### src/sv/bprs_pkg.sv
// Shared types, constants and divider constants for the basis point ratio scaler.
`default_nettype none
package bprs_pkg;

    localparam int DENOMINATOR = 10000;

    localparam int AMT_W   = 64;
    localparam int RATIO_W = 14;
    localparam int HALF_W  = AMT_W / 2;
    localparam int PP_W    = HALF_W + RATIO_W;
    localparam int PROD_W  = AMT_W + RATIO_W;

    // Long division by the denominator, one byte of the product per step.
    localparam int DIGIT_W = 8;
    localparam int STEPS   = (PROD_W + DIGIT_W - 1) / DIGIT_W;
    localparam int DIV_W   = STEPS * DIGIT_W;
    localparam int REM_W   = $clog2(DENOMINATOR);
    localparam int X_W     = REM_W + DIGIT_W;
    localparam int SHIFT_K = X_W + REM_W;
    localparam int M_W     = X_W + 2;
    localparam int P_W     = X_W + M_W;
    localparam longint unsigned RECIP_VAL =
        ((longint'(1) << SHIFT_K) + longint'(DENOMINATOR) - 1) / longint'(DENOMINATOR);
    localparam logic [M_W-1:0] RECIP = M_W'(RECIP_VAL);
    localparam logic [X_W-1:0] DEN_X = X_W'(DENOMINATOR);

    // Back pipeline: multiply, add, two stages per division step, output.
    localparam int NSTG = 3 + 2 * STEPS;

    localparam int QDEPTH = 2;
    localparam int QPTR_W = $clog2(QDEPTH);
    localparam int QCNT_W = $clog2(QDEPTH + 1);

    typedef struct packed {
        logic [AMT_W-1:0]   amount;
        logic [RATIO_W-1:0] ratio_bp;
        logic               ceil_mode;
        logic               error;
    } t_item;

    typedef struct packed {
        logic ceil_mode;
        logic error;
    } t_side;

endpackage
`default_nettype wire

### src/sv/bprs_front.sv
// Input stage: take a word, flag an out-of-range ratio, hand it to the queue.
`default_nettype none
module bprs_front (
    input  wire logic                          i_clk,
    input  wire logic                          i_rst_n,
    input  wire logic                          i_valid,
    output logic                               o_ready,
    input  wire logic [bprs_pkg::AMT_W-1:0]    i_amount,
    input  wire logic [bprs_pkg::RATIO_W-1:0]  i_ratio_bp,
    input  wire logic                          i_ceil_mode,
    output logic                               o_push,
    output bprs_pkg::t_item                    o_item,
    input  wire logic                          i_q_ready
);

    logic            r_valid;
    bprs_pkg::t_item r_item;
    bprs_pkg::t_item n_item;
    logic            take;
    logic            bad_ratio;

    assign o_push  = r_valid && i_q_ready;
    assign o_ready = !r_valid || i_q_ready;
    assign take    = i_valid && o_ready;
    assign o_item  = r_item;

    // A bad ratio is replaced by zero so the back end yields a zero result.
    always_comb begin
        bad_ratio        = 32'(i_ratio_bp) > 32'(bprs_pkg::DENOMINATOR);
        n_item.amount    = i_amount;
        n_item.ratio_bp  = bad_ratio ? '0 : i_ratio_bp;
        n_item.ceil_mode = i_ceil_mode;
        n_item.error     = bad_ratio;
    end

    always_ff @(posedge i_clk) begin
        if (!i_rst_n) begin
            r_valid <= 1'b0;
        end else if (o_ready) begin
            r_valid <= i_valid;
        end
    end

    always_ff @(posedge i_clk) begin
        if (take) begin
            r_item <= n_item;
        end
    end

endmodule
`default_nettype wire

### config.mk
export PLATFORM = sky130hd
export DESIGN_NAME = bprs_front
export DESIGN_NICKNAME = d
export VERILOG_FILES = /design/src/sv/bprs_pkg.sv /design/src/sv/bprs_front.sv
export SDC_FILE = /design/constraint.sdc
export NUM_CORES = 1
export LEC_CHECK = 0
export CELL_PAD_IN_SITES_DETAIL_PLACEMENT = 1
export CELL_PAD_IN_SITES_GLOBAL_PLACEMENT = 2
export CORE_MARGIN = 2
export CORE_UTILIZATION = 43
export DETAILED_ROUTE_END_ITERATION = 12
export DONT_BUFFER_PORTS = 1
export PLACE_DENSITY_LB_ADDON = 0.1
export SYNTH_ARGS = -nofsm -noshare
export SYNTH_HDL_FRONTEND = slang
export SYNTH_SLANG_ARGS = --single-unit
### constraint.sdc
create_clock -name i_clk -period 4 [get_ports i_clk]
set_input_delay 0 -clock i_clk [delete_from_list [all_inputs] [get_ports i_clk]]
set_output_delay 0 -clock i_clk [all_outputs]
set_load 0.02 [all_outputs]
# --- After elaboration in Yosys (flattened, before gate mapping) ---
# Cells that the tools add are included.
totals:
  reg_bits: 81
  out_inout_bits: 82
  wordCells: 10
classes:
  order_cmp: 1
  n_reduce_logical: 4
ops:
  columns: ["operator", "n"]
  rows:
  - ["14-bit > comparator (second input constant)", 1]
  - ["1-bit logical AND", 2]
  - ["1-bit logical NOT", 1]
  - ["1-bit logical OR", 1]

# --- Logic depth before layout (Yosys ltp) ---
logic_depth:
  depth_word: 3
  depth_mapped: 3
  mapped_depth_nobuf: 3

# --- Worst setup path before layout ---
# Ideal clock, no wire load.
synth_timing:
  kind: "register -> register"
  start: "register r_valid"
  end: "register r_item (netlist bit o_item[0]), enable pin"
  setup_time_ns: 0.447
  arrival_time_ns: 2.422
  path_slack_ns: 1.132
  path_stages_with_launch: 3
  n_path_buf: 0
  path_cell_list: "dfxtp_1 -> nand2b_1 -> and2_1"
synth_via:
  elab_chain_len: 3
synth_lines:
  columns: ["item", "line_no", "text"]
  rows:
  - ["start, declared", "bprs_front.sv:16", "logic r_valid;"]
  - ["start signal, assigned", "bprs_front.sv:40", "r_valid <= i_valid;"]
  - ["1-bit logical NOT", "bprs_front.sv:23", "assign o_ready = !r_valid || i_q_ready;"]
  - ["1-bit logical OR", "bprs_front.sv:23", null]
  - ["net o_ready", "bprs_front.sv:7", "output logic o_ready,"]
  - ["1-bit logical AND", "bprs_front.sv:24", "assign take = i_valid && o_ready;"]
  - ["net take", "bprs_front.sv:19", "logic take;"]
  - ["end signal, assigned", "bprs_front.sv:46", "r_item <= n_item;"]
  - ["end, declared", "bprs_front.sv:17", "bprs_pkg::t_item r_item;"]
# The timed path passes the listed nets, and every way through them passes these cells.
# A chain may end at the register's enable or synchronous reset.

# --- Worst setup path after layout ---
layout_timing:
  start: "register r_valid"
  end: "register r_item (netlist bit o_item[6]), enable pin"
# The elaborated chain is that of the path after synthesis.

==> flow_summary.rst <==
.. list-table::
   :header-rows: 1

   * - Metric
     - Value
   * - Result of the run
     - completed
   * - Post-route ant nets
     - 0
   * - Setup total negative slack
     - 0 ns
   * - Pre-CTS WS
     - about 2.2 ns
   * - Max-cap viol count
     - 0
   * - Setup slack of the most critical reg-to-reg path
     - about 2.1 ns
   * - Number of buffers created by CTS
     - 9
   * - GR Util All Layers
     - around a fifth
   * - Pin count of the biggest net entering global routing
     - 81
   * - Share of layout cells above drive strength 1
     - ~11%
   * - Post-CTS clock slew at the launch and capture registers of the worst setup and hold paths
     - 0.08 ns
   * - Top achievable clock speed
     - 538 MHz
   * - Max Clock Skew
     - roughly 0.011 ns
   * - Data arrival time of the worst path
     - about 1.8 ns
   * - Cell types with the largest area share after synthesis
     - sky130_fd_sc_hd__edfxtp_1, sky130_fd_sc_hd__nor3b_1, sky130_fd_sc_hd__and3_2
   * - Post-synthesis cell type with the largest combined area
     - sky130_fd_sc_hd__edfxtp_1
   * - Peak ir drop on the vdd network
     - about 0.0003 V
   * - Final hold slack
     - 0.0272 ns
   * - Number of nets in the layout
     - between 200 and 300
   * - Total I/O pin count
     - approximately 170
   * - Die footprint
     - 6830 µm²
   * - RSZ-0062 raised after global routing
     - false
   * - Slowest cell delay on critical path
     - 0.88 ns
   * - Power density of the placed cells
     - ~500 nW/µm²
   * - Critical path startpoint category
     - register
   * - Fraction of the cycle the final worst path needs
     - between 40% and 50%
   * - Number of cells on the worst hold path
     - 2
   * - Die span in y
     - 82.6 µm
   * - Die boundary width
     - between 80 and 90 µm
   * - Final Total Pwr
     - ~0.0019 W
   * - Capturing element type of the critical path
     - register
   * - Sum of routed wire length over all layers
     - 6760 µm
   * - Standard cell with the maximum stage delay on the critical path
     - sky130_fd_sc_hd__and2_4
   * - Initial antenna violation count
     - 0
   * - PostCTS Resize Cnt
     - 0
   * - Final hold violation count
     - 0
   * - EDFF count, synth
     - 80
   * - Htree depth
     - 3
   * - Post-synth top area share
     - about 90%
   * - Count of inserted antenna diode cells
     - 0
   * - Overall overflow remaining after global route
     - 0
   * - Proportion of register bits with asynchronous set or reset after synthesis
     - 0%
   * - R2R depth
     - 2
   * - DRC violation count after routing
     - 0
   * - Count of mapped cells out of synthesis
     - between 100 and 150
   * - Max Transition Viols Final
     - 0
   * - End point of the most critical hold path
     - o_item[9]
   * - Core area
     - 5960 µm²
   * - Sequential fraction of the synthesis area
     - 91.1%
   * - Maximum clock insertion buffer count
     - 2
   * - Global placer's final weighted congestion
     - 0.640
   * - Number of violations reported at the end of detailed-routing iteration 0
     - 66
   * - Vias per inst
     - around 5.0
   * - Initial standard-cell utilization of the core
     - between 40% and 50%
   * - CTS tree
     - done
   * - LEAKAGE
     - between 1 and 1.5 nW
   * - Syn Nets
     - 194
   * - Hold crit path type
     - input port to register
   * - Total internal power
     - between 0.001 and 0.0015 W
   * - Number of endpoints failing setup at the final stage
     - 0
   * - Clock latency of the later-clocked register in the worst-skew pair
     - about 0.35 ns
   * - Slew at the pin with the worst max-slew slack
     - between 1 and 1.5 ns
   * - Routed len/inst
     - around 24 µm
   * - Final critical path time including I/O delays and setup
     - about 1.9 ns
   * - Cell types with the highest counts after synthesis
     - sky130_fd_sc_hd__edfxtp_1, sky130_fd_sc_hd__nor3b_1, sky130_fd_sc_hd__and3_2
   * - Synth warnings
     - 0
   * - Total number of clock tree sinks
     - 81
   * - Net switching component of the power
     - 0.000427 W
   * - Worst reg2reg path endpoint
     - o_item[6]
   * - Area grow syn2layout
     - 43.6%
   * - Number of synthesized register bits
     - just over 80
   * - Share of power burned in combinational logic
     - 5.7%
   * - Library cells used by synthesis
     - 19
   * - Clk network pwr share
     - ~37%
   * - Root Buffer
     - sky130_fd_sc_hd__clkbuf_8
   * - Worst reg2reg path startpoint
     - r_valid
   * - Vias
     - between 1000 and 1500
   * - Number of global-route vias before repair
     - about 1500
   * - Port Buffers
     - 0
   * - Global-route wire length before repair
     - 8990 µm
   * - Cells along the critical path
     - nand2b_1, and2_4
   * - Count of TritonRoute iterations in the first routing pass
     - 4
   * - Sequential power share
     - ~57%
   * - Number of rows created at floorplan
     - 28
   * - Dominant cell by count in the synthesized netlist
     - sky130_fd_sc_hd__edfxtp_1
   * - Detail Placement HPWL
     - 3670 µm
   * - Worst slew margin relative to its limit
     - a little under a third
   * - Launch instance of the worst min-delay path
     - i_ratio_bp[13]
   * - Sw Share
     - between 20 and 25%
   * - Final Worst Setup Slack
     - about 2.1 ns
   * - Category of the most critical setup path
     - register to register
   * - Syn_area_per_cell
     - 24.0 µm²
   * - Synth Cell Area
     - 2660 µm²
   * - Synth Flop Type
     - sky130_fd_sc_hd__edfxtp_1
   * - Crit path required time
     - between 3 and 4 ns
   * - Max Fanout on Critical Path
     - 80
[cell type report]
cell class | count | area (µm²)
timing repair buffer | 82 | 821
clock inverter | 7 | 118
sequential | 81 | 2420
tap | 75 | 93.8
multi-input combinational | 28 | 231
fill | 508 | 2140
inverter | 2 | 7.51
clock buffer | 9 | 124
[power by group through the flow]
stage / Combinational, W / Clock (W) / Sequential, W
2_1_floorplan: 0.0000303 / 0 / 0.00110
3_3_place_gp: 0.0000367 / 0 / 0.00110
3_5_place_dp: 0.0000394 / 0 / 0.00110
4_1_cts: 0.000106 / 0.000722 / 0.00108
5_1_grt: 0.000117 / 0.000766 / 0.00109
6_report: 0.000108 / 0.000712 / 0.00109
[critical path: cells and delay by family, from the launching register on]
family / cells / cell delay [ns]
DFF: 1 / 0.31
and+or+nand+nor: 2 / 1.11
[per-stage QoR]
step | instances | util [%] | cell area (µm²)
floorplan | 111 | - | 2660
global placement | 186 | 46.3 | 2760
detailed placement | 186 | 46.3 | 2760
CTS | 284 | 64.1 | 3820
global route | 284 | 64.1 | 3820
finish | 284 | 64.1 | 3820
[sequential cells by signal, summed over array words and instances, names as in the netlist]
name	flops
r_valid	1
o_item	80
[worst max-delay path by stage]
stage	start	endpoint	slack [ns]	cells past startpoint
after global routing	r_valid	o_item[8]	2.02	2
after global placement	r_valid	o_item[41]	2.26	2
after detailed placement	r_valid	o_item[16]	2.18	2
final	r_valid	o_item[6]	2.14	2
after CTS	r_valid	o_item[43]	2.16	2
after floorplan	r_valid	o_item[0]	1.13	2
[routing by layer]
layer / global-route usage [%] / share of wire [%] / vias up / wire length [µm]
li1: - / - / 627 / -
met1: 19.4 / 34 / 689 / 2330
met2: 36.0 / 55 / 91 / 3710
met3: 7.17 / 9.0 / 10 / 605
met4: 10.7 / 1.6 / 0 / 107
met5: 0 / 0 / - / 0
[placed cells by master (no fill, tap or decap)]
master                          count
sky130_fd_sc_hd__nor2_1             2
sky130_fd_sc_hd__a2111oi_0          1
sky130_fd_sc_hd__a21boi_1           1
sky130_fd_sc_hd__a211oi_4           1
sky130_fd_sc_hd__nor4_4             1
sky130_fd_sc_hd__o21ai_1            1
sky130_fd_sc_hd__and3_2             3
sky130_fd_sc_hd__nor3_1             1
sky130_fd_sc_hd__inv_6              1
sky130_fd_sc_hd__and2_4             1
sky130_fd_sc_hd__clkbuf_8           9
sky130_fd_sc_hd__nand2_1            1
sky130_fd_sc_hd__nand4_4            1
sky130_fd_sc_hd__nand2b_1           1
sky130_fd_sc_hd__or2_1              1
sky130_fd_sc_hd__inv_1              2
sky130_fd_sc_hd__nor2b_1            2
sky130_fd_sc_hd__dlygate4sd3_1     82
sky130_fd_sc_hd__and2_1             1
sky130_fd_sc_hd__edfxtp_1          80
sky130_fd_sc_hd__clkinv_2           2
sky130_fd_sc_hd__o21ai_2            1
sky130_fd_sc_hd__dfxtp_1            1
sky130_fd_sc_hd__nor3b_1            8
sky130_fd_sc_hd__clkinv_4           1
sky130_fd_sc_hd__bufinv_16          3
[logic make-up after synthesis]
group	share of synthesized area (%)
compound gates	1.88
buf+inv	0.282
flops	91.1
simple gates	6.73
[what timing repair did]
action                                 in CTS  in global routing
endpoints found under the hold margin      80                  0
buffers inserted                            0                  0
setup endpoints to repair                   0                  0
hold buffers                               82                  0
Note: power is estimated with default switching activity, not from simulation.
