## config.mk

```make
export PLATFORM = sky130hd
export DESIGN_NAME = bprs_queue
export DESIGN_NICKNAME = d
export VERILOG_FILES = /design/src/sv/bprs_pkg.sv /design/src/sv/bprs_queue.sv
export SDC_FILE = /design/constraint.sdc
export NUM_CORES = 1
export LEC_CHECK = 0
export BUFFER_PORTS_ARGS = -buffer_cell sky130_fd_sc_hd__buf_2
export CORE_ASPECT_RATIO = 0.5
export CORE_MARGIN = 2
export CORE_UTILIZATION = 40
export CTS_CLUSTER_DIAMETER = 120
export DETAILED_ROUTE_END_ITERATION = 10
export HOLD_SLACK_MARGIN = 0.15
export PLACE_DENSITY = 0.63
export SYNTH_ARGS = -nofsm -noshare
export SYNTH_HDL_FRONTEND = slang
export SYNTH_SLANG_ARGS = --single-unit
```

## constraint.sdc

```tcl
create_clock -name i_clk -period 5.26 [get_ports i_clk]
set_input_delay 0.263 -clock i_clk [delete_from_list [all_inputs] [get_ports i_clk]]
set_output_delay 0.263 -clock i_clk [all_outputs]
set_load 0.005 [all_outputs]
```

## src/sv/bprs_pkg.sv

```systemverilog
// Shared types, constants and divider constants for the basis point ratio scaler.
`default_nettype none
package bprs_pkg;

    localparam int DENOMINATOR = 10000;

    localparam int AMT_W   = 64;
    localparam int RATIO_W = 14;
    localparam int HALF_W  = AMT_W / 2;
    localparam int PP_W    = HALF_W + RATIO_W;
    localparam int PROD_W  = AMT_W + RATIO_W;

    // Long division by the denominator, one byte of the product per step.
    localparam int DIGIT_W = 8;
    localparam int STEPS   = (PROD_W + DIGIT_W - 1) / DIGIT_W;
    localparam int DIV_W   = STEPS * DIGIT_W;
    localparam int REM_W   = $clog2(DENOMINATOR);
    localparam int X_W     = REM_W + DIGIT_W;
    localparam int SHIFT_K = X_W + REM_W;
    localparam int M_W     = X_W + 2;
    localparam int P_W     = X_W + M_W;
    localparam longint unsigned RECIP_VAL =
        ((longint'(1) << SHIFT_K) + longint'(DENOMINATOR) - 1) / longint'(DENOMINATOR);
    localparam logic [M_W-1:0] RECIP = M_W'(RECIP_VAL);
    localparam logic [X_W-1:0] DEN_X = X_W'(DENOMINATOR);

    // Back pipeline: multiply, add, two stages per division step, output.
    localparam int NSTG = 3 + 2 * STEPS;

    localparam int QDEPTH = 2;
    localparam int QPTR_W = $clog2(QDEPTH);
    localparam int QCNT_W = $clog2(QDEPTH + 1);

    typedef struct packed {
        logic [AMT_W-1:0]   amount;
        logic [RATIO_W-1:0] ratio_bp;
        logic               ceil_mode;
        logic               error;
    } t_item;

    typedef struct packed {
        logic ceil_mode;
        logic error;
    } t_side;

endpackage
`default_nettype wire

```

## src/sv/bprs_queue.sv

```systemverilog
// Short register queue between the front and back parts.
`default_nettype none
module bprs_queue (
    input  wire logic             i_clk,
    input  wire logic             i_rst_n,
    input  wire logic             i_push,
    input  wire bprs_pkg::t_item  i_item,
    output logic                  o_ready,
    input  wire logic             i_pop,
    output logic                  o_valid,
    output bprs_pkg::t_item       o_item
);

    bprs_pkg::t_item                r_mem [bprs_pkg::QDEPTH];
    logic [bprs_pkg::QPTR_W-1:0]    r_wp;
    logic [bprs_pkg::QPTR_W-1:0]    r_rp;
    logic [bprs_pkg::QCNT_W-1:0]    r_cnt;
    logic                           do_pop;

    assign o_ready = r_cnt != bprs_pkg::QCNT_W'(bprs_pkg::QDEPTH);
    assign o_valid = r_cnt != '0;
    assign o_item  = r_mem[r_rp];
    assign do_pop  = i_pop && o_valid;

    always_ff @(posedge i_clk) begin
        if (!i_rst_n) begin
            r_wp  <= '0;
            r_rp  <= '0;
            r_cnt <= '0;
        end else begin
            if (i_push) begin
                r_wp <= (32'(r_wp) == bprs_pkg::QDEPTH - 1) ? '0 : r_wp + 1'b1;
            end
            if (do_pop) begin
                r_rp <= (32'(r_rp) == bprs_pkg::QDEPTH - 1) ? '0 : r_rp + 1'b1;
            end
            if (i_push && !do_pop) begin
                r_cnt <= r_cnt + 1'b1;
            end else if (!i_push && do_pop) begin
                r_cnt <= r_cnt - 1'b1;
            end
        end
    end

    always_ff @(posedge i_clk) begin
        if (i_push) begin
            r_mem[r_wp] <= i_item;
        end
    end

endmodule
`default_nettype wire

```

# == After elaboration in Yosys (flattened, before gate mapping) ==
# Memories as Yosys holds them, arrays and structs flattened. A register that Yosys moved wholly into a read port is not among the register bits.
# Cells that the tools add are included.
# totals
reg_bits,4
ram_bits,160
inputBits,84
output_inout_bits,82
elab_cells,24
n_memories,1
# memory_table
name,depth,width,rd,rd_clocked_by_memory_dff,write_ports,line,source
r_mem,2,80,1,1,1,bprs_queue.sv:14,bprs_pkg::t_item r_mem [bprs_pkg::QDEPTH];
# op_classes
add_sub_neg,4
eq_ne,1
n_mux,8
n_reduce_logical,7
# ops
op,n
$mux 1,6
$mux 2,2
$reduce_bool 2->1,2
$logic_and 1x1->1,3
$add 1x1->1 const B,2
$add 2x1->2 const B,1
$logic_not 1->1,2
$ne 2x2->1 const B,1
$sub 2x1->2 const B,1

# == Logic depth before layout (Yosys ltp) ==
# Gate-level depths: netlist of run 1.
# logic_depth
ltp_word,5
mapped_depth,5
depth_no_buf,5

# == Least setup slack after synthesis of run 1 ==
# Ideal clock, no wire load.
# synth_path
kind,register -> register
from,reg r_wp
to,mem r_mem[0][0] in the netlist's numbering (enable)
setup_ns,0.529
t_arrival_ns,3.871
required_time_ns,4.731
path_slack_ns,0.860
path_stages_with_launch,2
n_path_buf,0
period_less_slack_ns,4.400
cell_sequence,dfxtp_1 nor2b_1
# synth_lines
element,line,source
"start, declared",bprs_queue.sv:15,logic [bprs_pkg::QPTR_W-1:0] r_wp;
"start signal, assigned",bprs_queue.sv:32,r_wp <= (32'(r_wp) == bprs_pkg::QDEPTH - 1) ? '0 : r_wp + 1'b1;
"end, declared",bprs_queue.sv:14,
# No word-level cell before the write port.

==> run_results.csv, run 1 <==
group,metric,value,unit
status,run_status,"finished, final reports clean",
logic_synthesis,synth_seq_area_share,81.5,%
placed_design,port-buffer-count,165,
clock_network,holdBufCountCts,81,
routing,detailedRoute.firstPassIterationCount,4,
power,sw_frac_of_total,24.0,%
logic_synthesis,synth_enable_flop_cells,160,
logic_synthesis,synth-main-ff-cell,"edfxtp_1",
floorplanning,fp-row-count,31,
timing,timing_worst_slew_pin_value,1060,ps
global_routing,grt.overflow.total,0,
critical_path,timing.critical_path.from_type,"flop",
clock_network,cts_root_buffer,"clkbuf_16",
min_path,worst_hold_path.num_cells,3,
routing,drt-vias-per-instance,4.52,
logic_synthesis,synth_async_sr_flop_share,0,%
routing,highest_signal_layer,"met4",
floorplanning,ioPinCount,166,
floorplanning,die-area,0.0161,mm²
layout,finalNetCount,615,
timing,finalClockSkew,11.0,ps
routing,route.layer.met1.wl,4660,µm
logic_synthesis,postSynthAreaPerCell,22.2,µm²
logic_synthesis,synth_top_cells_by_count,"160 x edfxtp_1, 80 x mux2_1, 8 x buf_6",
routing,vias,3347,
routing,detail_route.wl_per_cell,15.5,µm
logic_synthesis,ys_seq_elements,165,
flow_run,cap_violations,0,
critical_path,timing.reg2reg.worst_path_depth,2,
timing,setup_repair_after_global_routing_missed_its_margin,"false",
power,clock_power_share,35.7,%
clock_network,cts_buffer_depth,2,
power,switching_power,0.000825,W
routing,drt_iter0_drc,181,
floorplanning,die_h,90.8,µm
placed_design,gp_routability_congestion,0.700,
global_routing,grt_antenna_before_repair,0,
min_path,holdPathEnd,"r_wp",
global_routing,grtUsageTotal,14.4,%
floorplanning,initial_core_util,41.3,%
clock_network,cts_resized,0,
power,power_frac_comb,17.2,%
layout,final_design_area_no_fill,0.00844,mm²
critical_path,crit_arrival,2300,ps
timing,max-slew-margin-rel,29.5,%
logic_synthesis,syn-cell-area,0.00602,mm²
clock_network,cts.clk_slew.worst_paths,60,ps
power,internal-power,0.00262,W
routing,routed-wl-met2,6330,µm
critical_path,timing.critical_path.fanout_max,52,
placed_design,placed_cell_area,0.00704,mm²
power,power.static_leakage,3.19,nW
timing,finalHoldViolations,0,
logic_synthesis,synth_largest_type_area_fraction,79.8,%
routing,wl,11500,µm
placed_design,hpwl,7010,µm
clock_network,postCtsSetupRepairBufs,0,
clock_network,clock_tree.htree_level_count,4,
power,power-per-cell-area,408,mW/mm²
critical_path,required_time_of_the_critical_path,5000,ps
layout,regArea,0.00491,mm²
min_path,min-delay-path-class,"primary input to flop",
logic_synthesis,synth.net_count,356,
clock_network,tritoncts,"yes",
logic_synthesis,netlist.top_cell.by_area,"edfxtp_1",
global_routing,wire_length_of_the_first_global_routing_pass,17600,µm
global_routing,grt_pass1_vias,3577,
logic_synthesis,post_synth_main_area_contributors,"edfxtp_1 80%, mux2_1 15%, dfxtp_1 1.7%",
timing,timing.final.setup_violations,0,
routing,route.met3.wl,329,µm
timing,final.period_utilization,48.7,%
routing,drcViolationCount,0,
timing,fin_tns_setup,0,ps
timing,max_freq,390,MHz
timing,final_max_slew_viol_count,0,
routing,route.antenna.remaining_nets,0,
clock_network,cts_made_buffers,17,
logic_synthesis,synthCells,271,
critical_path,worst-setup-path-type,"flop to primary output",
timing,final_period_minus_worst_setup_slack,2560,ps
layout,final.fill_count,1161,
min_path,min_delay_startpoint,"i_push",
clock_network,clock_latency,400,ps
clock_network,cts.sink_count,165,
critical_path,r2r_start,"r_wp",
power,power.sequential.fraction,47.2,%
logic_synthesis,synthMostInstantiatedCell,"edfxtp_1",
logic_synthesis,synth.distinct_cells,17,
critical_path,critical_path.reg2reg.endpoint,"r_mem[0][40]",
layout,multiInputGateArea,0.00103,mm²
critical_path,worst_setup_path_end_kind,"primary output",
floorplanning,die_x,178,µm
layout,drive_gt1_share,36.5,%
floorplanning,floorplan.core_area,0.0146,mm²
layout,layout-area-overhead-vs-synth,40.1,%
power,worst_ir_drop_vdd,0.000268,V
global_routing,grt_start_max_net_pins,53,
layout,antenna_cells,0,
logic_synthesis,synth.yosys.warnings,0,
critical_path,regToRegSetupSlack,2990,ps
## how the worst max path moves through the flow
stage	slack [ps]	end	cells after the start	startpoint
final	2700	o_item[70]	3	flop
after CTS	2620	o_item[70]	3	flop
after global routing	2540	o_item[70]	3	flop
after detailed placement	2850	r_mem[0][8]	3	i_push
after global placement	2850	r_mem[0][8]	3	i_push
after floorplan	860	r_mem[0][0]	1	r_wp
## flip-flops by register name, summed over array words and instances (netlist names), named ones only
signal  cells
r_rp        1
r_cnt       2
r_wp        1
r_mem     160
## stage by stage
| stage | std cells | power (W) | setup slack, ps | util [%] | hold WS, ps |
|---|---|---|---|---|---|
| floorplan | 271 | 0.00197 | 860 | - | 362 |
| CTS | 741 | 0.00348 | 2620 | 57.8 | 214 |
| global route | 741 | 0.00359 | 2540 | 57.8 | 235 |
| finish | 741 | 0.00344 | 2700 | 57.8 | 225 |
| detailed placement | 628 | 0.00221 | 2850 | 48.2 | 455 |
| global placement | 628 | 0.00220 | 2850 | 48.2 | 451 |
## worst max-delay path: stages (launching register included)
cell and delay [ps]:
dfxtp_4 840, buf_4 510, mux2_1 380, buf_2 130
## layer usage
metal	vias up	track usage (%)
met4	0	5.19
met2	53	27.4
met1	1687	15.6
met5	-	0
met3	16	3.24
li1	1591	-
## area by class of cell
| cell class | count | area share [%] |
|---|---|---|
| clock buffer | 18 | 5.09 |
| clock inverter | 14 | 1.90 |
| multi-input combinational | 97 | 12.2 |
| sequential | 165 | 58.2 |
| tap | 198 | 2.94 |
| timing repair buffer | 249 | 19.7 |
## power groups by stage
| stage | combinational (W) | sequential, W | clock (W) |
|---|---|---|---|
| after floorplan | 0.000395 | 0.00158 | 0 |
| after global placement | 0.000548 | 0.00165 | 0 |
| after detailed placement | 0.000552 | 0.00166 | 0 |
| after CTS | 0.000605 | 0.00163 | 0.00125 |
| after global routing | 0.000645 | 0.00164 | 0.00131 |
| final | 0.000590 | 0.00162 | 0.00123 |
## cell families after synthesis
family,Yosys count,synth area share (%)
AO/OA/AOI/OAI,4,0.416
XOR/XNOR,3,0.436
adder cells (fa/ha/maj),1,0.208
buffers and inverters,9,1.58
flip-flops,165,81.5
multiplexers,80,15.0
AND/OR/NAND/NOR,9,0.935
## placed cells by master, fill, tap and decap left out
cell	synthesis	layout
dlygate4sd3_1	0	81
inv_6	0	1
o21a_1	1	1
ha_1	1	1
clkinv_4	0	3
and2_1	4	3
and2_4	0	1
nor2b_1	2	1
bufinv_16	0	3
edfxtp_1	160	160
xnor2_1	2	2
nand2b_1	1	1
buf_4	0	3
buf_2	1	165
o21ai_0	1	1
clkbuf_16	0	17
or2_1	1	1
mux2_1	80	80
xor2_1	1	1
or3_1	1	1
a21boi_1	1	1
clkinv_1	0	4
clkinv_2	0	1
o21ai_1	1	1
dfxtp_1	5	4
clkbuf_1	0	1
nor2b_4	0	1
clkinvlp_4	0	2
dfxtp_4	0	1
Power figures use the tool's default switching activity.
==> inputs of run 2 (changes only) <==
--- a/config.mk
+++ b/config.mk
@@ -12,7 +12,7 @@
 export CTS_CLUSTER_DIAMETER = 120
 export DETAILED_ROUTE_END_ITERATION = 10
 export HOLD_SLACK_MARGIN = 0.15
-export PLACE_DENSITY = 0.63
+export PLACE_DENSITY = 0.65
 export SYNTH_ARGS = -nofsm -noshare
 export SYNTH_HDL_FRONTEND = slang
 export SYNTH_SLANG_ARGS = --single-unit
==> constraint.sdc (replaced) <==
create_clock -name i_clk -period 2.12 [get_ports i_clk]
set_input_delay 0.106 -clock i_clk [delete_from_list [all_inputs] [get_ports i_clk]]
set_output_delay 0.106 -clock i_clk [all_outputs]
set_load 0.005 [all_outputs]
==> run_results.csv, run 2 (same netlist as run 1, synthesis figures left out) <==
group,metric,value,unit
status,run_status,"finished, final reports clean",
power,internal-power,0.00665,W
floorplanning,ioPinCount,166,
critical_path,required_time_of_the_critical_path,2010,ps
timing,finalClockSkew,7.49,ps
layout,most-common-layout-cells,"165 x buf_2, 160 x edfxtp_1, 82 x dlygate4sd3_1",
critical_path,timing.critical_path.from_type,"flop",
layout,regArea,0.00491,mm²
global_routing,grt_start_max_net_pins,75,
global_routing,grtUsageTotal,14.6,%
critical_path,timing.reg2reg.worst_path_depth,4,
power,clock_power_share,36.5,%
critical_path,worst-setup-path-type,"flop to primary output",
timing,fin_tns_setup,0,ps
layout,layout-area-overhead-vs-synth,42.6,%
clock_network,holdBufCountCts,82,
timing,final.period_utilization,88.0,%
clock_network,clock_latency,400,ps
timing,timing.final.setup_violations,0,
min_path,min_delay_startpoint,"i_pop",
timing,max_freq,536,MHz
floorplanning,die_h,90.8,µm
routing,detailedRoute.firstPassIterationCount,6,
timing,setup_repair_after_global_routing_missed_its_margin,"false",
layout,antenna_cells,0,
clock_network,tritoncts,"yes",
power,power-per-cell-area,1010,mW/mm²
clock_network,cts_root_buffer,"clkbuf_16",
flow_run,cap_violations,0,
timing,max-slew-margin-rel,70.8,%
clock_network,cts_resized,0,
critical_path,critical_path_depth,3,
power,worst_ir_drop_vdd,0.000417,V
routing,wl,11700,µm
routing,route.antenna.remaining_nets,0,
timing,timing_worst_slew_pin_value,438,ps
placed_design,gp_routability_congestion,0.707,
min_path,worst_hold_path.num_cells,4,
floorplanning,floorplan.core_area,0.0146,mm²
floorplanning,die_x,178,µm
critical_path,worst_path_buf_inv,2,
global_routing,wire_length_of_the_first_global_routing_pass,17800,µm
layout,multiInputGateArea,0.00103,mm²
routing,drt-vias-per-instance,4.47,
layout,top_register,"r_mem",
clock_network,clock_tree.htree_level_count,4,
routing,drt_iter0_drc,114,
routing,detail_route.wl_per_cell,15.6,µm
layout,largest_register_ffs,160,
global_routing,grt_pass1_vias,3691,
critical_path,worst_setup_path_end_kind,"primary output",
layout,biggestRegsByFlops,"r_mem (160), r_cnt (2)",
power,power.sequential.fraction,44.6,%
timing,final_max_slew_viol_count,0,
floorplanning,die-area,0.0161,mm²
critical_path,timing.critical_path.cells,"buf_12, mux2_1, buf_2",
routing,drcViolationCount,0,
floorplanning,initial_core_util,41.3,%
power,sw_frac_of_total,23.6,%
layout,layout.cells.most_common,"buf_2",
critical_path,regToRegSetupSlack,460,ps
routing,vias,3338,
clock_network,cts.clk_slew.worst_paths,70,ps
layout,post_layout_nonfiller_instances,747,
power,power.static_leakage,3.26,nW
critical_path,worst_path_largest_cell_delay,400,ps
clock_network,cts.sink_count,165,
critical_path,worst_path_dominant_cell_family,"buffers and inverters",
clock_network,postCtsSetupRepairBufs,0,
layout,drive_gt1_share,37.3,%
timing,final_period_minus_worst_setup_slack,1870,ps
layout,final.fill_count,1133,
timing,finalHoldViolations,0,
power,switching_power,0.00206,W
floorplanning,fp-row-count,31,
power,power_frac_comb,19.0,%
placed_design,post-place-cells,634,
global_routing,grt.overflow.total,0,
global_routing,grt_antenna_before_repair,0,
min_path,min-delay-path-class,"primary input to flop",
clock_network,cts_made_buffers,17,
critical_path,crit_arrival,1760,ps
critical_path,timing.critical_path.fanout_max,74,
placed_design,hpwl,7310,µm
layout,finalNetCount,622,
critical_path,slowest_stage,"dfxtp_4",
critical_path,r2r_start,"r_wp",
placed_design,port-buffer-count,165,
clock_network,cts_buffer_depth,2,
run 2: final timing paths:
check | endpoint
worst min-delay path | r_rp
worst max-delay path | o_item[78]
worst min register to register | r_cnt[1]
worst max register to register | r_wp
run 2: layout make-up:
cell class	count	share of cell area [%]
Clock inverter	14	2.13
Timing Repair Buffer	256	20.8
Clock buffer	17	4.96
Tap cell	198	2.89
Multi-Input combinational cell	97	12.0
Sequential cell	165	57.2
run 2: tightest hold or removal path: stages:
cell,delay [ps]
buf_2,80
o21ai_1,90
xnor2_1,180
and2_1,120
run 2: metal layers:
layer | share of wire [%] | vias to the layer above | GRT usage (%)
li1 | - | 1602 | -
met1 | 40 | 1655 | 16.1
met2 | 56 | 66 | 27.6
met3 | 2.7 | 15 | 2.78
met4 | 1.7 | 0 | 6.01
met5 | 0 | - | 0
run 2: stage by stage:
| stage | power (W) | hold slack (ps) | worst slack [ps] | cell area, µm² | util [%] |
|---|---|---|---|---|---|
| after floorplan | 0.00489 | 205 | 172 | 6030 | - |
| after global placement | 0.00549 | 293 | 671 | 7160 | 49.1 |
| after detailed placement | 0.00551 | 297 | 675 | 7160 | 49.1 |
| after CTS | 0.00882 | 179 | 226 | 8580 | 58.9 |
| after global routing | 0.00907 | 211 | 181 | 8580 | 58.9 |
| final | 0.00870 | 192 | 254 | 8580 | 58.9 |
run 2: power by group through the flow:
stage	clock network, W	registers (W)	logic, W
6_report	0.00317	0.00388	0.00165
5_1_grt	0.00336	0.00390	0.00181
4_1_cts	0.00324	0.00388	0.00170
3_5_place_dp	0	0.00395	0.00156
3_3_place_gp	0	0.00394	0.00155
2_1_floorplan	0	0.00391	0.000983
